**src/design/gzrc_pkg.sv**
```systemverilog
// Shared types and constants for the gyro zero-rate calibration block.
`timescale 1ns / 1ps
`default_nettype none
package gzrc_pkg;

  // Axis count and sample width are fixed by the sensor word format
  localparam int NUM_AXES = 3;
  localparam int RATE_W   = 16;

  typedef logic signed [RATE_W-1:0] rate_t;
  typedef rate_t                    rate_vec_t [NUM_AXES];

endpackage : gzrc_pkg
`default_nettype wire

```
**src/design/gyro_zero_rate_calibrate_deadband_core.sv**
```systemverilog
// Gyro zero-rate calibration and deadband: top level.
// An accepted word's result is registered in the output register in the cycle after accept.
// Throughput: one word per cycle; the single output register is the only
//   stage, and the input is taken whenever that register is empty or drains.
// Reset (rst_n, synchronous, active low): clears sums, maxima, offsets, the
//   calibration counter and done flag; the next 2^CAL_SAMPLES_LOG2 words calibrate.
`timescale 1ns / 1ps
`default_nettype none
module gyro_zero_rate_calibrate_deadband_core
  import gzrc_pkg::*;
#(
  parameter int CAL_SAMPLES_LOG2 = 7
) (
  input  wire logic               clk,
  input  wire logic               rst_n,
  input  wire logic               in_valid,
  output logic                    in_ready,
  input  wire logic signed [15:0] in_rate_x,
  input  wire logic signed [15:0] in_rate_y,
  input  wire logic signed [15:0] in_rate_z,
  output logic                    out_valid,
  input  wire logic               out_ready,
  output logic signed [15:0]      out_x,
  output logic signed [15:0]      out_y,
  output logic signed [15:0]      out_z,
  output logic                    out_calibrating
);

  localparam int SUM_W = RATE_W + CAL_SAMPLES_LOG2;
  localparam int MAG_W = RATE_W + 1;

  typedef logic signed [SUM_W-1:0] sum_t;

  // Calibration state
  sum_t                        sum_r    [NUM_AXES];
  sum_t                        sum_nxt  [NUM_AXES];
  rate_t                       max_r    [NUM_AXES];
  rate_t                       max_nxt  [NUM_AXES];
  rate_t                       ofs_r    [NUM_AXES];
  rate_t                       ofs_nxt  [NUM_AXES];
  logic [CAL_SAMPLES_LOG2-1:0] cnt_r, cnt_nxt;
  logic                        done_r, done_nxt;

  // Output register
  logic      out_valid_r, out_valid_nxt;
  rate_vec_t res_r, res_nxt;
  logic      cal_r, cal_nxt;

  rate_vec_t  rate_in;
  logic       in_acc;
  logic       last_cal;
  rate_t      diff    [NUM_AXES];
  logic [MAG_W-1:0] mag [NUM_AXES];

  assign rate_in[0] = in_rate_x;
  assign rate_in[1] = in_rate_y;
  assign rate_in[2] = in_rate_z;

  // Take a word when the output register is empty or being drained
  assign in_ready = !out_valid_r || out_ready;
  assign in_acc   = in_valid && in_ready;
  assign last_cal = (cnt_r == {CAL_SAMPLES_LOG2{1'b1}});

  // Per-axis calibration update and offset/deadband correction
  always_comb begin
    sum_nxt       = sum_r;
    max_nxt       = max_r;
    ofs_nxt       = ofs_r;
    cnt_nxt       = cnt_r;
    done_nxt      = done_r;
    res_nxt       = res_r;
    cal_nxt       = cal_r;
    out_valid_nxt = out_valid_r && !out_ready;
    for (int a = 0; a < NUM_AXES; a++) begin
      diff[a] = rate_t'(rate_in[a] - ofs_r[a]);
      mag[a]  = diff[a][RATE_W-1] ? MAG_W'(-{diff[a][RATE_W-1], diff[a]})
                                  : MAG_W'({1'b0, diff[a]});
    end
    if (in_acc) begin
      out_valid_nxt = 1'b1;
      cal_nxt       = !done_r;
      if (!done_r) begin
        cnt_nxt = cnt_r + 1'b1;
        for (int a = 0; a < NUM_AXES; a++) begin
          sum_nxt[a] = sum_r[a] + SUM_W'(rate_in[a]);
          if (rate_in[a] > max_r[a]) begin
            max_nxt[a] = rate_in[a];
          end
          res_nxt[a] = '0;
          // Floor of the mean on the final calibration word
          if (last_cal) begin
            ofs_nxt[a] = rate_t'(sum_nxt[a] >>> CAL_SAMPLES_LOG2);
          end
        end
        if (last_cal) begin
          done_nxt = 1'b1;
        end
      end else begin
        for (int a = 0; a < NUM_AXES; a++) begin
          // Thresholds are never negative, so zero-extension is safe
          res_nxt[a] = (mag[a] < MAG_W'({1'b0, max_r[a]})) ? '0 : diff[a];
        end
      end
    end
  end

  // State and control registers
  always_ff @(posedge clk) begin
    if (!rst_n) begin
      for (int a = 0; a < NUM_AXES; a++) begin
        sum_r[a] <= '0;
        max_r[a] <= '0;
        ofs_r[a] <= '0;
      end
      cnt_r       <= '0;
      done_r      <= 1'b0;
      out_valid_r <= 1'b0;
    end else begin
      sum_r       <= sum_nxt;
      max_r       <= max_nxt;
      ofs_r       <= ofs_nxt;
      cnt_r       <= cnt_nxt;
      done_r      <= done_nxt;
      out_valid_r <= out_valid_nxt;
    end
  end

  // Result payload, no reset needed
  always_ff @(posedge clk) begin
    res_r <= res_nxt;
    cal_r <= cal_nxt;
  end

  assign out_valid       = out_valid_r;
  assign out_x           = res_r[0];
  assign out_y           = res_r[1];
  assign out_z           = res_r[2];
  assign out_calibrating = cal_r;

endmodule : gyro_zero_rate_calibrate_deadband_core
`default_nettype wire

```
**config.mk**
```make
export PLATFORM = sky130hd
export DESIGN_NAME = gyro_zero_rate_calibrate_deadband_core
export DESIGN_NICKNAME = d
export VERILOG_FILES = /design/src/design/gzrc_pkg.sv /design/src/design/gyro_zero_rate_calibrate_deadband_core.sv
export SDC_FILE = /design/constraint.sdc
export NUM_CORES = 1
export LEC_CHECK = 0
export ABC_AREA = 1
export BUFFER_PORTS_ARGS = -buffer_cell sky130_fd_sc_hd__clkbuf_2
export CAP_MARGIN = 20
export CORE_ASPECT_RATIO = 0.6
export CORE_UTILIZATION = 50
export CTS_CLUSTER_DIAMETER = 100
export CTS_CLUSTER_SIZE = 16
export DETAILED_ROUTE_END_ITERATION = 7
export PLACE_DENSITY = 0.67
export SYNTH_ARGS = -nofsm -noshare
export SYNTH_HDL_FRONTEND = slang
export SYNTH_SLANG_ARGS = --single-unit
```
**constraint.sdc**
```tcl
create_clock -name clk -period 7.3 [get_ports clk]
set_input_delay 0.365 -clock clk [delete_from_list [all_inputs] [get_ports clk]]
set_output_delay 0.365 -clock clk [all_outputs]
set_load 0.01 [all_outputs]
```
Word level (Yosys, flattened, before mapping). Cells that the tools add are included. W data, S select, Z words.

Register bits after elaboration: 223. Input port bits: 52. Output and inout port bits: 51. Word-level logic and storage cells: 54.

Add/subtract/negate cells: 10. Magnitude comparators: 6. Equality and inequality tests: 1. Multiplexer cells: 6. Bitwise logic cells: 1. Reductions and logical operators: 14.

Operators with widths (count): $add A23 B16 Y23 (3); $lt A17 B16 Y1 (3); $mux W17 (3); $neg A17 Y17 (3); $gt A16 B16 Y1 (3); $sub A16 B16 Y16 (3); $reduce_and A3 Y1 (4); $add A7 B1 Y7 const B (1); $eq A7 B7 Y1 const B (1); $reduce_or A2 Y1 (3); $logic_not A1 Y1 (3); $mux W1 (3); $logic_and A1 B1 Y1 (2); $reduce_and A2 Y1 (1); $logic_or A1 B1 Y1 (1); $not A1 Y1 (1).

Logic depth before layout (Yosys ltp).
Depth in word-level cells: 5. Depth in mapped cells: 26. Depth with buffers taken out: 25.

Least setup slack after synthesis. No wires, ideal clock.

Path kind: input to register. From: in in_rate_x[0]. To: reg res_r (netlist bit out_x[10]), data pin. Library setup time: 0.265 ns. Arrival time: 3.411 ns. Required time: 7.035 ns. Path slack: 3.624 ns. Stages on the path: 22. Path buffers: 1. Cells stage by stage: inv_1 > ha_1 > inv_1 > fa_1 > inv_1 > ha_1 > inv_1 > a21oi_1 > nand3_1 > nor2_1 > nand3_1 > nor2_1 > nand3_1 > nand3_1 > nand2_1 > ha_1 > a21o_1 > a221oi_1 > nand3_1 > nand2_1 > clkbuf_1 > nor2_1.

RTL lines: start: declaration (RTL line gyro_zero_rate_calibrate_deadband_core.sv:18) `input wire logic signed [15:0] in_rate_x,`; end signal: assignment (RTL line gyro_zero_rate_calibrate_deadband_core.sv:130) `res_r <= res_nxt;`; end: declaration (RTL line gyro_zero_rate_calibrate_deadband_core.sv:46) `rate_vec_t res_r, res_nxt;`.

Final worst setup path.
From: reg ofs_r[32] in the netlist's numbering. To: reg res_r (netlist bit out_x[11]), data pin.

Longest elaborated chain between the ends: 5.

Ends and longest elaborated chain: start: declaration (RTL line gyro_zero_rate_calibrate_deadband_core.sv:39) `rate_t ofs_r [NUM_AXES];`; start signal: assignment (RTL line gyro_zero_rate_calibrate_deadband_core.sv:121) `ofs_r <= ofs_nxt;`; $sub A16 B16 Y16 * (RTL line gyro_zero_rate_calibrate_deadband_core.sv:75) `diff[a] = rate_t'(rate_in[a] - ofs_r[a]);`; $neg A17 Y17 (RTL line gyro_zero_rate_calibrate_deadband_core.sv:76) `mag[a] = diff[a][RATE_W-1] ? MAG_W'(-{diff[a][RATE_W-1], diff[a]})`; $mux W17 (RTL line gyro_zero_rate_calibrate_deadband_core.sv:76); $lt A17 B16 Y1 (RTL line gyro_zero_rate_calibrate_deadband_core.sv:101) `res_nxt[a] = (mag[a] < MAG_W'({1'b0, max_r[a]})) ? '0 : diff[a];`; $reduce_or A2 Y1 (no source line).

Mark *: on every way between the ends. The rest lies on a longest branch, timed or not. A chain may end at the register's enable or synchronous reset.

==> qor.csv <==
metric,value,unit
clock net sink count,223,
aggregate global routing overflow,0,
CP Class,reg2reg,
clock tree from TritonCTS,yes,
vertical die dimension,151.5,um
aggregate global-route resource usage,0.2900,
class of the tightest hold or removal check,in2reg,
area share of the largest cell type after synthesis,0.1871,
number of global-route vias before repair,16148,
total I/O pin count,103,
buffer type at the clock tree root,clkbuf_16,
Final Skew,22.53,ps
total clock buffers created by CTS,17,
first drt pass iteration count,6,
pin slew with the least headroom to its limit,995.8,ps
number of storage elements in the synthesis netlist,223,
most used flip-flop cell after synthesis,dfxtp_1,
power density over the cells,187.0,nW/um2
gpl congestion,0.9596,
count of max-cap constraint violations,0,
final hold slack,93.62,ps
CP Data Arrival Time,4540,ps
slowest cell delay on critical path,470,ps
synthesized instance count,2820,
area of the die,38040,um2
fraction of the yosys area taken by sequential cells,0.2661,
Port-buffer cells,102,
dominant cell type by area after synthesis,dfxtp_1,
total core area,36490,um2
number of flops mapped to enable cells by yosys,49,
buffer depth of the longest clock path,3,
WL final,55950,um
async set-reset flop share out of synthesis,0,
outcome,"complete, no violations",
cell mode on critical path,nand2_1,
synth unique cells,52,
Post-CTS Setup Bufs,0,
post-CTS resize count,0,
overall via count from detail_route,18341,
leading post-synthesis cells by cell area,"dfxtp_1, ha_1, nand2_1, inv_1, edfxtp_1",
final net count,3158,
initial detailed-routing violation count,1620,
share of the clock period used by the worst path,0.5887,
leakage,10.67,nW
clock insertion delay at the later pin of the skew report,520,ps
detailed-route DRC error count,0,
worst relative slew slack,0.3361,
# rows,54,
hold violation count in the final report,0,
Vias per Instance,5.434,
CP max FO,16,
x dimension of the die,251.1,um
Post-CTS Hold Buffers,0,
fraction of layout instances using a drive strength above 1,0.06726,
"Min Clock Period, post-route",4298,ps
RSZ-0062 raised after global routing,false,
Mapped Area,18620,um2
Worst IR Drop VDD,0.1522,mV
average cell area after synthesis,6.603,um2
Synth Net Count,3086,
Max Clk Rate,232.7,MHz
layout overhead on the synthesized area,7.277,%
required time of the critical path,7550,ps
total setup violations reported at the end of the flow,0,
kind of launch point of the worst setup path,register,
cell-by-cell listing of the critical path,ha_1 > inv_1 > fa_1 > nand2_4 > nand3_2 > nand3_1 > nand2_1 > xnor2_1 > inv_1 > nor2_1 > nand3_1 > nand2_1 > nand2_1 > nand2_1 > ha_1 > a21oi_1 > o21ai_0 > a221oi_1 > nand3_1 > nand2_1 > nor2_1,
register clock-pin slew on the reported worst setup and hold paths,80,ps
critical path endpoint category,register,
Filler Cells Inserted,3555,
number of antenna violations at the first check in global routing,0,
HPWL Detailed,44280,um
Setup Total Neg Slack,0,ps
total number of H-tree levels,1,
Syn. warnings,0,
"slowest stage cell, crit path",fa_1,
routed len/inst,16.58,um
effective utilization at floorplan,0.5104,
area taken by flip-flops and latches,4955,um2
area taken by multi-input logic gates,11620,um2
number of nets with antenna violations after routing,0,
largest net degree at the start of global routing,91,
Pins Over Slew Limit,0,
number of antenna repair diodes,0,
global-route wire length before repair,87370,um
[final timing paths]
| check | startpoint | to | slack [ps] | depth (start not counted) |
|---|---|---|---|---|
| min reg2reg | cnt_r[5] | cnt_r[5] | 470 | 1 |
| min | in_valid | out_valid | 90 | 3 |
| max | ofs_r[32] | out_x[11] | 3000 | 21 |
| max reg2reg | ofs_r[32] | out_x[11] | 3000 | 21 |
[where the power goes]
part	leakage [nW]	internal (mW)	switching (mW)
clock	0.220	0.434	0.474
combinational	8.53	0.486	0.949
sequential	1.92	1.35	0.0393
total	10.7	2.27	1.46
[flip-flops by register name (all words and copies together), names as in the netlist]
name             flops
out_valid            1
ofs_r               48
cnt_r                7
out_x               16
out_z               16
max_r               48
sum_r               69
out_calibrating      1
done_r               1
out_y               16
[placed cells by master, fill, tap and decap left out, types with 17 or more instances in the layout]
cell type and instances:
o21bai_1 45, nand2_2 24, inv_1 466, nand4_1 48
o21a_1 19, nand2_1 685, xor2_1 55, dfxtp_1 174
nand3_1 164, clkbuf_2 101, ha_1 208, edfxtp_1 49
a21oi_1 169, clkbuf_16 17, nor2_1 329, a21o_1 24
nor3_1 36, o21ai_0 131, xnor2_1 19
[Yosys cell counts (all sizes together), types with 45 or more instances]
| master | number |
|---|---|
| ha | 208 |
| o21ai | 145 |
| nand2 | 712 |
| a21oi | 171 |
| nand3 | 174 |
| nor2 | 340 |
| o21bai | 45 |
| xor2 | 56 |
| nand4 | 48 |
| dfxtp | 174 |
| edfxtp | 49 |
| inv | 473 |
[through the flow]
stage	total power, mW	area (um2)	utilization	setup WS [ps]	instances
floorplan	2.442	18620	-	3624	2820
global placement	2.776	19500	0.5345	3012	3348
detailed placement	2.816	19500	0.5345	2912	3348
CTS	3.721	19960	0.5471	3113	3374
global route	3.998	19980	0.5475	2742	3375
finish	3.735	19980	0.5475	3002	3375
[routing by layer]
metal | vias to the layer above | global-route usage | wire length [um]
li1 | 9231 | - | -
met1 | 8449 | 0.4564 | 29300
met2 | 620 | 0.3968 | 21100
met3 | 41 | 0.06560 | 4846
met4 | 0 | 0.04604 | 707
met5 | - | 0 | 0
[area by class of cell]
cell class | count | area share
multi-input cells | 2068 | 0.5816
flip-flops and latches | 223 | 0.2480
inverters | 473 | 0.08888
well taps | 476 | 0.02982
repair buffers | 109 | 0.02869
clock buffers | 26 | 0.02299
[kinds of logic (layout without fill, tap and decap cells)]
group	count (synthesis)	in the layout	share of synthesized area
adders and majority gates	214	214	0.1462
and+or+nand+nor	1338	1338	0.3056
AOI/OAI and AO/OA	440	440	0.1355
buffers and inverters	529	608	0.1100
xor gates and xnor gates	76	76	0.03655
DFF	223	223	0.2661
[worst max-delay path: cells and delay by family (launching register included)]
kind / cells / cell delay (ps)
flops: 1 / 360
compound gates: 3 / 640
buf+inv: 2 / 220
fa+ha+maj: 3 / 850
simple gates: 12 / 1540
xor+xnor: 1 / 410
(Power assumes the default switching activity.)
